File: src/rtl/tbre_pkg.sv
`timescale 1ns / 1ps

package tbre_pkg;

  // field widths
  localparam int unsigned W_OP    = 3;
  localparam int unsigned W_BYTE  = 8;
  localparam int unsigned W_LEVEL = 8;
  localparam int unsigned W_COUNT = 19;
  localparam int unsigned W_RATE  = 18;
  localparam int unsigned W_CFG   = 18;
  localparam int unsigned W_IDX   = 1;
  localparam int unsigned W_CYC   = 16;
  localparam int unsigned W_REM   = 20;
  localparam int unsigned W_STEP  = 10;

  // op codes
  localparam logic [W_OP-1:0] OP_BYTE      = 3'd0;
  localparam logic [W_OP-1:0] OP_MOTOR_ON  = 3'd1;
  localparam logic [W_OP-1:0] OP_MOTOR_OFF = 3'd2;
  localparam logic [W_OP-1:0] OP_DATA_GAP  = 3'd3;
  localparam logic [W_OP-1:0] OP_SYNC      = 3'd4;

  // configuration register indexes
  localparam logic [W_IDX-1:0] REG_RATE = 1'b0;
  localparam logic [W_IDX-1:0] REG_MODE = 1'b1;

  localparam logic [W_RATE-1:0]  RATE_RESET  = 18'd22050;
  localparam logic [W_LEVEL-1:0] LEVEL_RESET = 8'hFF;

  // rom routine timing pieces, in cpu cycles
  localparam int unsigned SHORT_LOOP = 'h2d;
  localparam int unsigned LONG_LOOP  = 'h32;
  localparam int unsigned FAST_A     = 269;
  localparam int unsigned FAST_B     = 564;
  localparam int unsigned BYTE_HEAD  = 4 + 2 + 7 + 4 + 2;
  localparam int unsigned BYTE_TAIL  = 5 + 6 + 3;
  localparam int unsigned BIT_LEAD   = 7 + 2 + 4 + 4;
  localparam int unsigned BIT_END    = 2 + 3;
  localparam int unsigned STD_MID    = 5 + 3 + 7 + SHORT_LOOP * 8 + 2 + 5 + 3 + 6 + 3;
  localparam int unsigned STD_ZERO   = 7 + LONG_LOOP * 8 + 2 + 5;
  localparam int unsigned STD_ONE    = 5 + 4 + 1 + 7 + (LONG_LOOP - 3) * 8 + 2 + 5;

  typedef logic [W_STEP-1:0] step_t;

  // cycles added between consecutive edges
  localparam step_t K_FIRST          = step_t'(BYTE_HEAD + BIT_LEAD);
  localparam step_t K_STD_SECOND     = step_t'(STD_MID + BIT_LEAD);
  localparam step_t K_STD_LEAD_ZERO  = step_t'(STD_MID + STD_ZERO + BIT_END + BIT_LEAD);
  localparam step_t K_STD_LEAD_ONE   = step_t'(STD_ONE + BIT_END + BIT_LEAD);
  localparam step_t K_STD_TAIL_ZERO  = step_t'(STD_MID + STD_ZERO + BIT_END + BYTE_TAIL);
  localparam step_t K_STD_TAIL_ONE   = step_t'(STD_ONE + BIT_END + BYTE_TAIL);
  localparam step_t K_FAST_SECOND    = step_t'(FAST_A);
  localparam step_t K_FAST_LEAD_ZERO = step_t'(FAST_A + FAST_B + BIT_END + BIT_LEAD);
  localparam step_t K_FAST_LEAD_ONE  = step_t'(FAST_B + BIT_END + BIT_LEAD);
  localparam step_t K_FAST_TAIL_ZERO = step_t'(FAST_A + FAST_B + BIT_END + BYTE_TAIL);
  localparam step_t K_FAST_TAIL_ONE  = step_t'(FAST_B + BIT_END + BYTE_TAIL);

  // divisor 998400 = 1024 * 975, the odd part by reciprocal multiply
  localparam longint unsigned FRAME_CYC   = 19968;
  localparam longint unsigned FRAME_US    = 20000;
  localparam longint unsigned SEC_US      = 1000000;
  localparam longint unsigned DIVISOR     = FRAME_CYC * SEC_US / FRAME_US;
  localparam int unsigned     DIV_SHIFT   = 10;
  localparam longint unsigned DIV_ODD_VAL = DIVISOR >> DIV_SHIFT;
  localparam int unsigned     ODD_W       = 10;
  localparam int unsigned     RECIP_SHIFT = 35;
  localparam int unsigned     RECIP_W     = 26;
  localparam logic [ODD_W-1:0]   DIV_ODD = ODD_W'(DIV_ODD_VAL);
  localparam logic [RECIP_W-1:0] RECIP   = RECIP_W'((64'd1 << RECIP_SHIFT) / DIV_ODD_VAL);

  // datapath word widths
  localparam int unsigned W_T = W_CYC + W_RATE + 1;
  localparam int unsigned W_U = W_T - DIV_SHIFT;
  localparam int unsigned W_Q = W_U + RECIP_W - RECIP_SHIFT;
  localparam int unsigned W_R = ODD_W + 1;

  typedef enum logic [2:0] {
    S_IDLE,
    S_LEAD,
    S_LEAD_WAIT,
    S_SECOND,
    S_SECOND_WAIT,
    S_GAP
  } ctl_state_t;

  typedef struct packed {
    logic            edge_start;
    step_t           step;
    logic            edge_last;
    step_t           tail;
    logic            gap_emit;
    logic [W_OP-1:0] gap_op;
    logic            sync_clear;
  } ctl_cmd_t;

  typedef struct packed {
    logic edge_busy;
    logic out_free;
    logic fast_mode;
  } dp_sts_t;

endpackage

File: src/rtl/tbre_ctrl.sv
`timescale 1ns / 1ps

module tbre_ctrl (
  input  logic                      clk,
  input  logic                      rst_n,
  input  logic                      in_valid,
  input  logic [tbre_pkg::W_OP-1:0]   in_op,
  input  logic [tbre_pkg::W_BYTE-1:0] in_data_byte,
  output logic                      in_ready,
  output tbre_pkg::ctl_cmd_t        cmd,
  input  tbre_pkg::dp_sts_t         sts
);
  import tbre_pkg::*;

  ctl_state_t        state_r, state_nxt;
  logic [W_BYTE-1:0] byte_r;
  logic [2:0]        bit_idx_r;
  logic              first_r;
  logic              prev_one_r;
  logic [W_OP-1:0]   gap_op_r;

  logic  accept;
  logic  bit_val;
  logic  bit_adv;
  step_t lead_step;
  step_t tail_step;

  assign in_ready = (state_r == S_IDLE);
  assign accept   = in_valid && in_ready;
  assign bit_val  = byte_r[bit_idx_r];

  // move to the next bit once this bit's last edge has gone through
  assign bit_adv = (bit_idx_r != 3'd0) && !sts.edge_busy &&
                   (((state_r == S_LEAD_WAIT) && !bit_val) || (state_r == S_SECOND_WAIT));

  // step to the leading edge, and what is left over after the byte
  always_comb begin
    if (first_r) begin
      lead_step = K_FIRST;
    end else if (sts.fast_mode) begin
      lead_step = prev_one_r ? K_FAST_LEAD_ONE : K_FAST_LEAD_ZERO;
    end else begin
      lead_step = prev_one_r ? K_STD_LEAD_ONE : K_STD_LEAD_ZERO;
    end
    if (sts.fast_mode) begin
      tail_step = bit_val ? K_FAST_TAIL_ONE : K_FAST_TAIL_ZERO;
    end else begin
      tail_step = bit_val ? K_STD_TAIL_ONE : K_STD_TAIL_ZERO;
    end
  end

  // state register
  always_ff @(posedge clk) begin
    if (!rst_n) begin
      state_r <= S_IDLE;
    end else begin
      state_r <= state_nxt;
    end
  end

  // byte and bit bookkeeping
  always_ff @(posedge clk) begin
    if (!rst_n) begin
      bit_idx_r  <= 3'd0;
      first_r    <= 1'b0;
      prev_one_r <= 1'b0;
    end else if (accept) begin
      bit_idx_r <= 3'd7;
      first_r   <= 1'b1;
    end else if (bit_adv) begin
      bit_idx_r  <= bit_idx_r - 3'd1;
      first_r    <= 1'b0;
      prev_one_r <= bit_val;
    end
  end

  // payload of the accepted transaction
  always_ff @(posedge clk) begin
    if (accept) begin
      byte_r   <= in_data_byte;
      gap_op_r <= in_op;
    end
  end

  // next state
  always_comb begin
    state_nxt = state_r;
    case (state_r)
      S_IDLE: begin
        if (accept) begin
          case (in_op)
            OP_BYTE:                              state_nxt = S_LEAD;
            OP_MOTOR_ON, OP_MOTOR_OFF, OP_DATA_GAP: state_nxt = S_GAP;
            default:                              state_nxt = S_IDLE;
          endcase
        end
      end
      S_LEAD: state_nxt = S_LEAD_WAIT;
      S_LEAD_WAIT: begin
        if (!sts.edge_busy) begin
          if (bit_val) begin
            state_nxt = S_SECOND;
          end else if (bit_idx_r == 3'd0) begin
            state_nxt = S_IDLE;
          end else begin
            state_nxt = S_LEAD;
          end
        end
      end
      S_SECOND: state_nxt = S_SECOND_WAIT;
      S_SECOND_WAIT: begin
        if (!sts.edge_busy) begin
          state_nxt = (bit_idx_r == 3'd0) ? S_IDLE : S_LEAD;
        end
      end
      S_GAP: begin
        if (sts.out_free) begin
          state_nxt = S_IDLE;
        end
      end
      default: state_nxt = S_IDLE;
    endcase
  end

  // commands to the datapath
  always_comb begin
    cmd        = '0;
    cmd.tail   = tail_step;
    cmd.gap_op = gap_op_r;
    case (state_r)
      S_IDLE: begin
        cmd.sync_clear = accept && (in_op == OP_SYNC);
      end
      S_LEAD: begin
        cmd.edge_start = 1'b1;
        cmd.step       = lead_step;
        cmd.edge_last  = (bit_idx_r == 3'd0) && !bit_val;
      end
      S_SECOND: begin
        cmd.edge_start = 1'b1;
        cmd.step       = sts.fast_mode ? K_FAST_SECOND : K_STD_SECOND;
        cmd.edge_last  = (bit_idx_r == 3'd0);
      end
      S_GAP: begin
        cmd.gap_emit = 1'b1;
      end
      default: begin
        cmd.edge_start = 1'b0;
      end
    endcase
  end

endmodule

File: src/rtl/tbre_dp.sv
`timescale 1ns / 1ps

module tbre_dp (
  input  logic                         clk,
  input  logic                         rst_n,
  input  logic                         cfg_valid,
  input  logic [tbre_pkg::W_IDX-1:0]   cfg_index,
  input  logic [tbre_pkg::W_CFG-1:0]   cfg_data,
  output logic                         cfg_ready,
  input  tbre_pkg::ctl_cmd_t           cmd,
  output tbre_pkg::dp_sts_t            sts,
  output logic                         out_valid,
  input  logic                         out_ready,
  output logic [tbre_pkg::W_LEVEL-1:0] out_level,
  output logic [tbre_pkg::W_COUNT-1:0] out_sample_count,
  output logic                         out_last
);
  import tbre_pkg::*;

  // configuration and timing state
  logic [W_RATE-1:0]  rate_r;
  logic               fast_r;
  logic [W_LEVEL-1:0] level_r;
  logic [W_CYC-1:0]   pend_r;
  logic [W_REM-1:0]   rem_r;

  // edge pipeline
  logic                 va_r, vb_r, vc_r, vd_r;
  logic                 last_r;
  logic [W_T-1:0]       t_r;
  logic [W_Q-1:0]       q0_b_r, q0_c_r;
  logic [W_U-1:0]       u_b_r;
  logic [DIV_SHIFT-1:0] low_b_r, low_c_r;
  logic [W_R-1:0]       r_c_r;

  // output register
  logic               out_valid_r;
  logic [W_LEVEL-1:0] out_level_r;
  logic [W_COUNT-1:0] out_count_r;
  logic               out_last_r;

  logic                     out_free;
  logic                     commit;
  logic [W_CYC-1:0]         cyc_a;
  logic [W_CYC+W_RATE-1:0]  mul_a;
  logic [W_T-1:0]           t_nxt;
  logic [W_U+RECIP_W-1:0]   mul_b;
  logic [W_Q+ODD_W-1:0]     mul_c;
  logic [W_U-1:0]           diff_c;
  logic                     fix_d;
  logic [W_Q-1:0]           q_d;
  logic [W_R-1:0]           r_d;
  logic [W_COUNT-1:0]       gap_count;

  assign cfg_ready     = 1'b1;
  assign out_free      = !out_valid_r || out_ready;
  assign commit        = vd_r && out_free;
  assign sts.edge_busy = va_r || vb_r || vc_r || vd_r;
  assign sts.out_free  = out_free;
  assign sts.fast_mode = fast_r;

  // configuration writes
  always_ff @(posedge clk) begin
    if (!rst_n) begin
      rate_r <= RATE_RESET;
      fast_r <= 1'b0;
    end else if (cfg_valid && cfg_ready) begin
      case (cfg_index)
        REG_RATE: rate_r <= cfg_data[W_RATE-1:0];
        REG_MODE: fast_r <= cfg_data[0];
        default:  fast_r <= fast_r;
      endcase
    end
  end

  // stage a: cycles times rate plus carried remainder
  assign cyc_a = pend_r + W_CYC'(cmd.step);
  assign mul_a = cyc_a * rate_r;
  assign t_nxt = W_T'(mul_a) + W_T'(rem_r);

  // stage b: reciprocal estimate of the quotient by the odd factor
  assign mul_b = t_r[W_T-1:DIV_SHIFT] * RECIP;

  // stage c: partial remainder of the estimate, below twice the odd factor
  assign mul_c  = q0_b_r * DIV_ODD;
  assign diff_c = u_b_r - mul_c[W_U-1:0];

  // stage d: single correction step
  assign fix_d = (r_c_r >= W_R'(DIV_ODD));
  assign q_d   = q0_c_r + W_Q'(fix_d);
  assign r_d   = fix_d ? (r_c_r - W_R'(DIV_ODD)) : r_c_r;

  // pipeline valid bits, one edge in flight at a time
  always_ff @(posedge clk) begin
    if (!rst_n) begin
      va_r <= 1'b0;
      vb_r <= 1'b0;
      vc_r <= 1'b0;
      vd_r <= 1'b0;
    end else begin
      va_r <= cmd.edge_start;
      vb_r <= va_r;
      vc_r <= vb_r;
      vd_r <= vc_r || (vd_r && !out_free);
    end
  end

  // pipeline data
  always_ff @(posedge clk) begin
    if (cmd.edge_start) begin
      t_r    <= t_nxt;
      last_r <= cmd.edge_last;
    end
    q0_b_r  <= mul_b[RECIP_SHIFT +: W_Q];
    u_b_r   <= t_r[W_T-1:DIV_SHIFT];
    low_b_r <= t_r[DIV_SHIFT-1:0];
    q0_c_r  <= q0_b_r;
    r_c_r   <= diff_c[W_R-1:0];
    low_c_r <= low_b_r;
  end

  // cycle count, remainder and level
  always_ff @(posedge clk) begin
    if (!rst_n) begin
      pend_r  <= '0;
      rem_r   <= '0;
      level_r <= LEVEL_RESET;
    end else begin
      if (cmd.sync_clear) begin
        pend_r <= '0;
        rem_r  <= '0;
      end else if (cmd.edge_start) begin
        pend_r <= cmd.edge_last ? W_CYC'(cmd.tail) : '0;
      end
      if (commit) begin
        rem_r   <= {r_d[ODD_W-1:0], low_c_r};
        level_r <= ~level_r;
      end
    end
  end

  // gap run lengths
  always_comb begin
    case (cmd.gap_op)
      OP_MOTOR_ON:  gap_count = W_COUNT'(rate_r);
      OP_MOTOR_OFF: gap_count = {rate_r, 1'b0};
      OP_DATA_GAP:  gap_count = W_COUNT'(rate_r >> 3);
      default:      gap_count = '0;
    endcase
  end

  // output register valid
  always_ff @(posedge clk) begin
    if (!rst_n) begin
      out_valid_r <= 1'b0;
    end else if (commit || (cmd.gap_emit && out_free)) begin
      out_valid_r <= 1'b1;
    end else if (out_ready) begin
      out_valid_r <= 1'b0;
    end
  end

  // output register payload
  always_ff @(posedge clk) begin
    if (commit) begin
      out_level_r <= level_r;
      out_count_r <= W_COUNT'(q_d);
      out_last_r  <= last_r;
    end else if (cmd.gap_emit && out_free) begin
      out_level_r <= level_r;
      out_count_r <= gap_count;
      out_last_r  <= 1'b1;
    end
  end

  assign out_valid        = out_valid_r;
  assign out_level        = out_level_r;
  assign out_sample_count = out_count_r;
  assign out_last         = out_last_r;

endmodule

File: src/rtl/tape_byte_edge_run_encoder.sv
`timescale 1ns / 1ps
// channel   direction  handshake              payload
// in        input      in_valid / in_ready    in_op, in_data_byte
// out       output     out_valid / out_ready  out_level, out_sample_count, out_last
// cfg       input      cfg_valid / cfg_ready  cfg_index, cfg_data
//
// a data byte gives an edge run for each bit and one more for each one bit:
// each edge run goes through the four-stage divide pipeline before the next starts.
// gaps wait for a free output, sync and unused ops end on accept; in_ready is high
// only when idle. a full output register stalls the last stage until out_ready.
// synchronous active-low reset, no clearing pass; cfg_ready is always high.

module tape_byte_edge_run_encoder (
  input  logic                         clk,
  input  logic                         rst_n,
  input  logic                         in_valid,
  output logic                         in_ready,
  input  logic [tbre_pkg::W_OP-1:0]    in_op,
  input  logic [tbre_pkg::W_BYTE-1:0]  in_data_byte,
  output logic                         out_valid,
  input  logic                         out_ready,
  output logic [tbre_pkg::W_LEVEL-1:0] out_level,
  output logic [tbre_pkg::W_COUNT-1:0] out_sample_count,
  output logic                         out_last,
  input  logic                         cfg_valid,
  output logic                         cfg_ready,
  input  logic [tbre_pkg::W_IDX-1:0]   cfg_index,
  input  logic [tbre_pkg::W_CFG-1:0]   cfg_data
);
  import tbre_pkg::*;

  ctl_cmd_t cmd;
  dp_sts_t  sts;

  // sequencer over bits and edges
  tbre_ctrl u_ctrl (
    .clk          (clk),
    .rst_n        (rst_n),
    .in_valid     (in_valid),
    .in_op        (in_op),
    .in_data_byte (in_data_byte),
    .in_ready     (in_ready),
    .cmd          (cmd),
    .sts          (sts)
  );

  // timing arithmetic and output register
  tbre_dp u_dp (
    .clk              (clk),
    .rst_n            (rst_n),
    .cfg_valid        (cfg_valid),
    .cfg_index        (cfg_index),
    .cfg_data         (cfg_data),
    .cfg_ready        (cfg_ready),
    .cmd              (cmd),
    .sts              (sts),
    .out_valid        (out_valid),
    .out_ready        (out_ready),
    .out_level        (out_level),
    .out_sample_count (out_sample_count),
    .out_last         (out_last)
  );

endmodule

File: config.mk
export PLATFORM = sky130hd
export DESIGN_NAME = tape_byte_edge_run_encoder
export DESIGN_NICKNAME = d
export VERILOG_FILES = /design/src/rtl/tbre_pkg.sv /design/src/rtl/tbre_ctrl.sv /design/src/rtl/tbre_dp.sv /design/src/rtl/tape_byte_edge_run_encoder.sv
export SDC_FILE = /design/constraint.sdc
export NUM_CORES = 1
export LEC_CHECK = 0
export BUFFER_PORTS_ARGS = -buffer_cell sky130_fd_sc_hd__buf_2
export CORE_AREA = 2 2 212 214
export DETAILED_ROUTE_END_ITERATION = 10
export DIE_AREA = 0 0 214 216
export HOLD_SLACK_MARGIN = 0.02
export PLACE_DENSITY_LB_ADDON = 0.1
export SLEW_MARGIN = 20
export SYNTH_ARGS = -nofsm -noshare
export SYNTH_HDL_FRONTEND = slang
export SYNTH_HIERARCHICAL = 1
export SYNTH_SLANG_ARGS = --single-unit
File: constraint.sdc
create_clock -name clk -period 7.8 [get_ports clk]
set_input_delay 0.39 -clock clk [delete_from_list [all_inputs] [get_ports clk]]
set_output_delay 0.39 -clock clk [all_outputs]
set_load 0.01 [all_outputs]
==> results.tsv <==
metric	value	unit
fin_crit	7517	ps
synthFlopType	dfxtp_1	
dp_hpwl	51220	microns
drc	0	
worstPathRequired	8100	ps
yosysTopAreaCell	fa_1	
post_synth_xor_area_fraction	0.03025	
hold_viol_final	0	
worstSkewPairLatency	550	ps
clockBufferDepth	3	
cts_htree_levels	1	
place.gp.congestion	0.9331	
fmax	133.0	MHz
multi_input_area	18530	sq um
r2r_end	u_dp/t_r[29]$_DFFE_PP_	
viasPerCell	5.302	
areaGrowthSynthToFinish	9.919	%
synth_top_family_by_area	adder cells	
cts_sinks	207	
skew	16.23	ps
syn-num-nets	3440	
setup_viol	0	
drv_slew	0	
portBuffers	64	
diodes	0	
ff2ff_path_depth	33	
coreArea	43840	sq um
yosys-mux-area-fraction	0.009225	
hold_slack	43.02	ps
fin_crit_sh	0.9638	
synth_area_leaders	fa_1 (31%), ha_1 (18%), dfxtp_1 (11%)	
clkTransAtPathRegs	60	ps
wl_per_cell	18.48	microns
drtAntennaViolNets	0	
grtUsageTotal	0.2796	
synth_cell_type_count	71	
r2r-start	u_ctrl/prev_one_r$_SDFFE_PN0P_	
die_area	46220	sq um
drive_above_1_share	0.08806	
hold_path_depth	1	
antenna_found_initial	1	
critical_path.max_fanout	5	
synth-edff-count	68	
first_global_vias	19170	
dr.pass1.iters	5	
yosys.area_share.simple	0.1072	
crit_path_start_kind	flip-flop	
syn_inst	2639	
cts_tree	done	
crit_type	reg -> reg	
boundaryPins	66	
die_h	216	microns
cts_buffers	23	
min_to	u_ctrl/gap_op_r[1]$_DFFE_PP_	
routed_wl	61720	microns
relSlewSlack	0.3111	
fill_cells	3557	
cts_root_buf	clkbuf_16	
row_count	77	
grt_pass1_wl	101500	microns
hold_start	in_op[1]	
critical-path-top-delay-family	adder cells	
nets	3533	
synth_compound_area_frac	0.07118	
dieWidth	214	microns
initial_core_util	0.5879	
crit_arrival	7820	ps
r2r_slack	280	ps
netlist_top_cells_count	inv_1 (656), fa_1 (397), ha_1 (369), nand2_1 (183), dfxtp_1 (139)	
drt_iter0_markers	852	
syn_area_per_cell	9.765	sq um
grt.overflow.total	0	
fin_util	0.6462	
vias	17710	
synthAdderAreaFrac	0.4876	
yosysSeqAreaShare	0.1872	
grt_max_degree	59	
path_buf_inv	7	
worstMarginPinSlew	1033	ps
register_area	4826	sq um
status	complete, no violations	
synth_area	25770	sq um
cpPeakStageDelay	520	ps
async_flop_share	0	
ys_ff_latch	207	
hp-class	in -> reg	
yosysMostFrequentCell	inv_1	
yosys_warnings	6	
synth_top_area_share	0.3084	
maxCapViolCount	0	
worst_path_max_delay_cell	fa_1	
endpoint_kind	flip-flop	
==> worst max path at each step <==
stage	slack, ps	to	from	cells past startpoint
6_report	280	u_dp/t_r[29]$_DFFE_PP_	u_ctrl/prev_one_r$_SDFFE_PN0P_	33
5_1_grt	-50	u_dp/t_r[26]$_DFFE_PP_	u_ctrl/prev_one_r$_SDFFE_PN0P_	34
4_1_cts	50	u_dp/t_r[26]$_DFFE_PP_	u_ctrl/state_r[1]$_SDFFE_PN0P_	33
2_1_floorplan	10	u_dp/t_r[28]$_DFFE_PP_	u_ctrl/state_r[0]$_SDFFE_PN0P_	33
3_5_place_dp	-70	u_dp/t_r[29]$_DFFE_PP_	u_ctrl/prev_one_r$_SDFFE_PN0P_	31
3_3_place_gp	60	u_dp/t_r[29]$_DFFE_PP_	u_ctrl/prev_one_r$_SDFFE_PN0P_	30
==> cell families after synthesis <==
group | Yosys count
fa+ha+maj | 766
compound gates | 281
flops | 207
buf+inv | 728
other cells | 1
mux | 20
simple gates | 547
xor+xnor | 89
==> layout make-up <==
type | count | area share
Clock buffer | 27 | 0.02270
Clock inverter | 14 | 0.007774
Inverter | 657 | 0.08719
Multi-Input combinational cell | 1707 | 0.6543
Sequential cell | 207 | 0.1704
Tap cell | 592 | 0.02615
Timing Repair Buffer | 136 | 0.03149
==> cells in the final DEF, fill, tap and decap left out, types with 15 or more instances in the layout <==
master,netlist,routed
dfxtp_1,139,138
a21o_1,28,28
a21boi_0,27,27
nand2_1,183,181
xor2_1,26,26
nor3_1,15,15
nand2b_1,17,17
inv_1,656,654
clkbuf_16,0,25
fa_1,397,391
buf_2,6,64
a21oi_1,92,81
buf_4,6,61
o21ai_0,44,39
edfxtp_1,68,68
a21oi_2,5,15
nor2b_1,42,41
and2_1,126,123
mux2i_1,17,16
nor2_1,78,77
ha_1,369,360
xnor2_1,63,58
nand3_1,30,28
==> routing by layer <==
layer | GRT usage | wire length (microns) | part of all wire
met4 | 0.1042 | 2413 | 0.039
met3 | 0.03340 | 2716 | 0.044
met5 | 0 | 0 | 0
met2 | 0.4961 | 31370 | 0.51
met1 | 0.3514 | 25220 | 0.41
==> registers in the layout, indices dropped and copies added (netlist names), 10 cells and up <==
signal                 count
u_dp/r_c_r                11
u_dp/pend_r               10
u_dp/low_b_r              10
u_dp/rem_r                20
u_dp/low_c_r              10
u_dp/q0_c_r               12
u_dp/out_sample_count     19
u_dp/rate_r               18
u_dp/q0_b_r               12
u_dp/u_b_r                11
u_dp/t_r                  31
==> what timing repair did <==
item | in CTS | in global routing
hold buffers | 7 | 1
pin swaps | 0 | 30
hold endpoints to repair | 7 | 1
resized for setup | 6 | 56
setup buffers | 0 | 9
gates cloned | 0 | 3
setup endpoints to repair | 4 | 15
==> worst register-to-register path, delay by kind of cell, from the launching register on <==
kind	cells	cell delay [ps]
AO/OA/AOI/OAI	10	1910
XOR/XNOR	2	180
adder cells (fa/ha/maj)	10	3670
buffers and inverters	7	610
flip-flops	1	330
AND/OR/NAND/NOR	4	560
==> stage by stage <==
step	std cells	instance area (sq um)	setup slack, ps	TNS [ps]
after floorplan	2639	25770	11.60	0
after global placement	3279	26950	56.93	0
after detailed placement	3279	26950	-71.00	-146.7
after CTS	3327	27930	51.77	0
after global routing	3340	28330	-53.57	-138.9
final	3340	28330	282.6	0
Power is left out: the tool's default activity adds up to more than one toggle a clock period on the data nets, which glitch-free logic cannot reach.
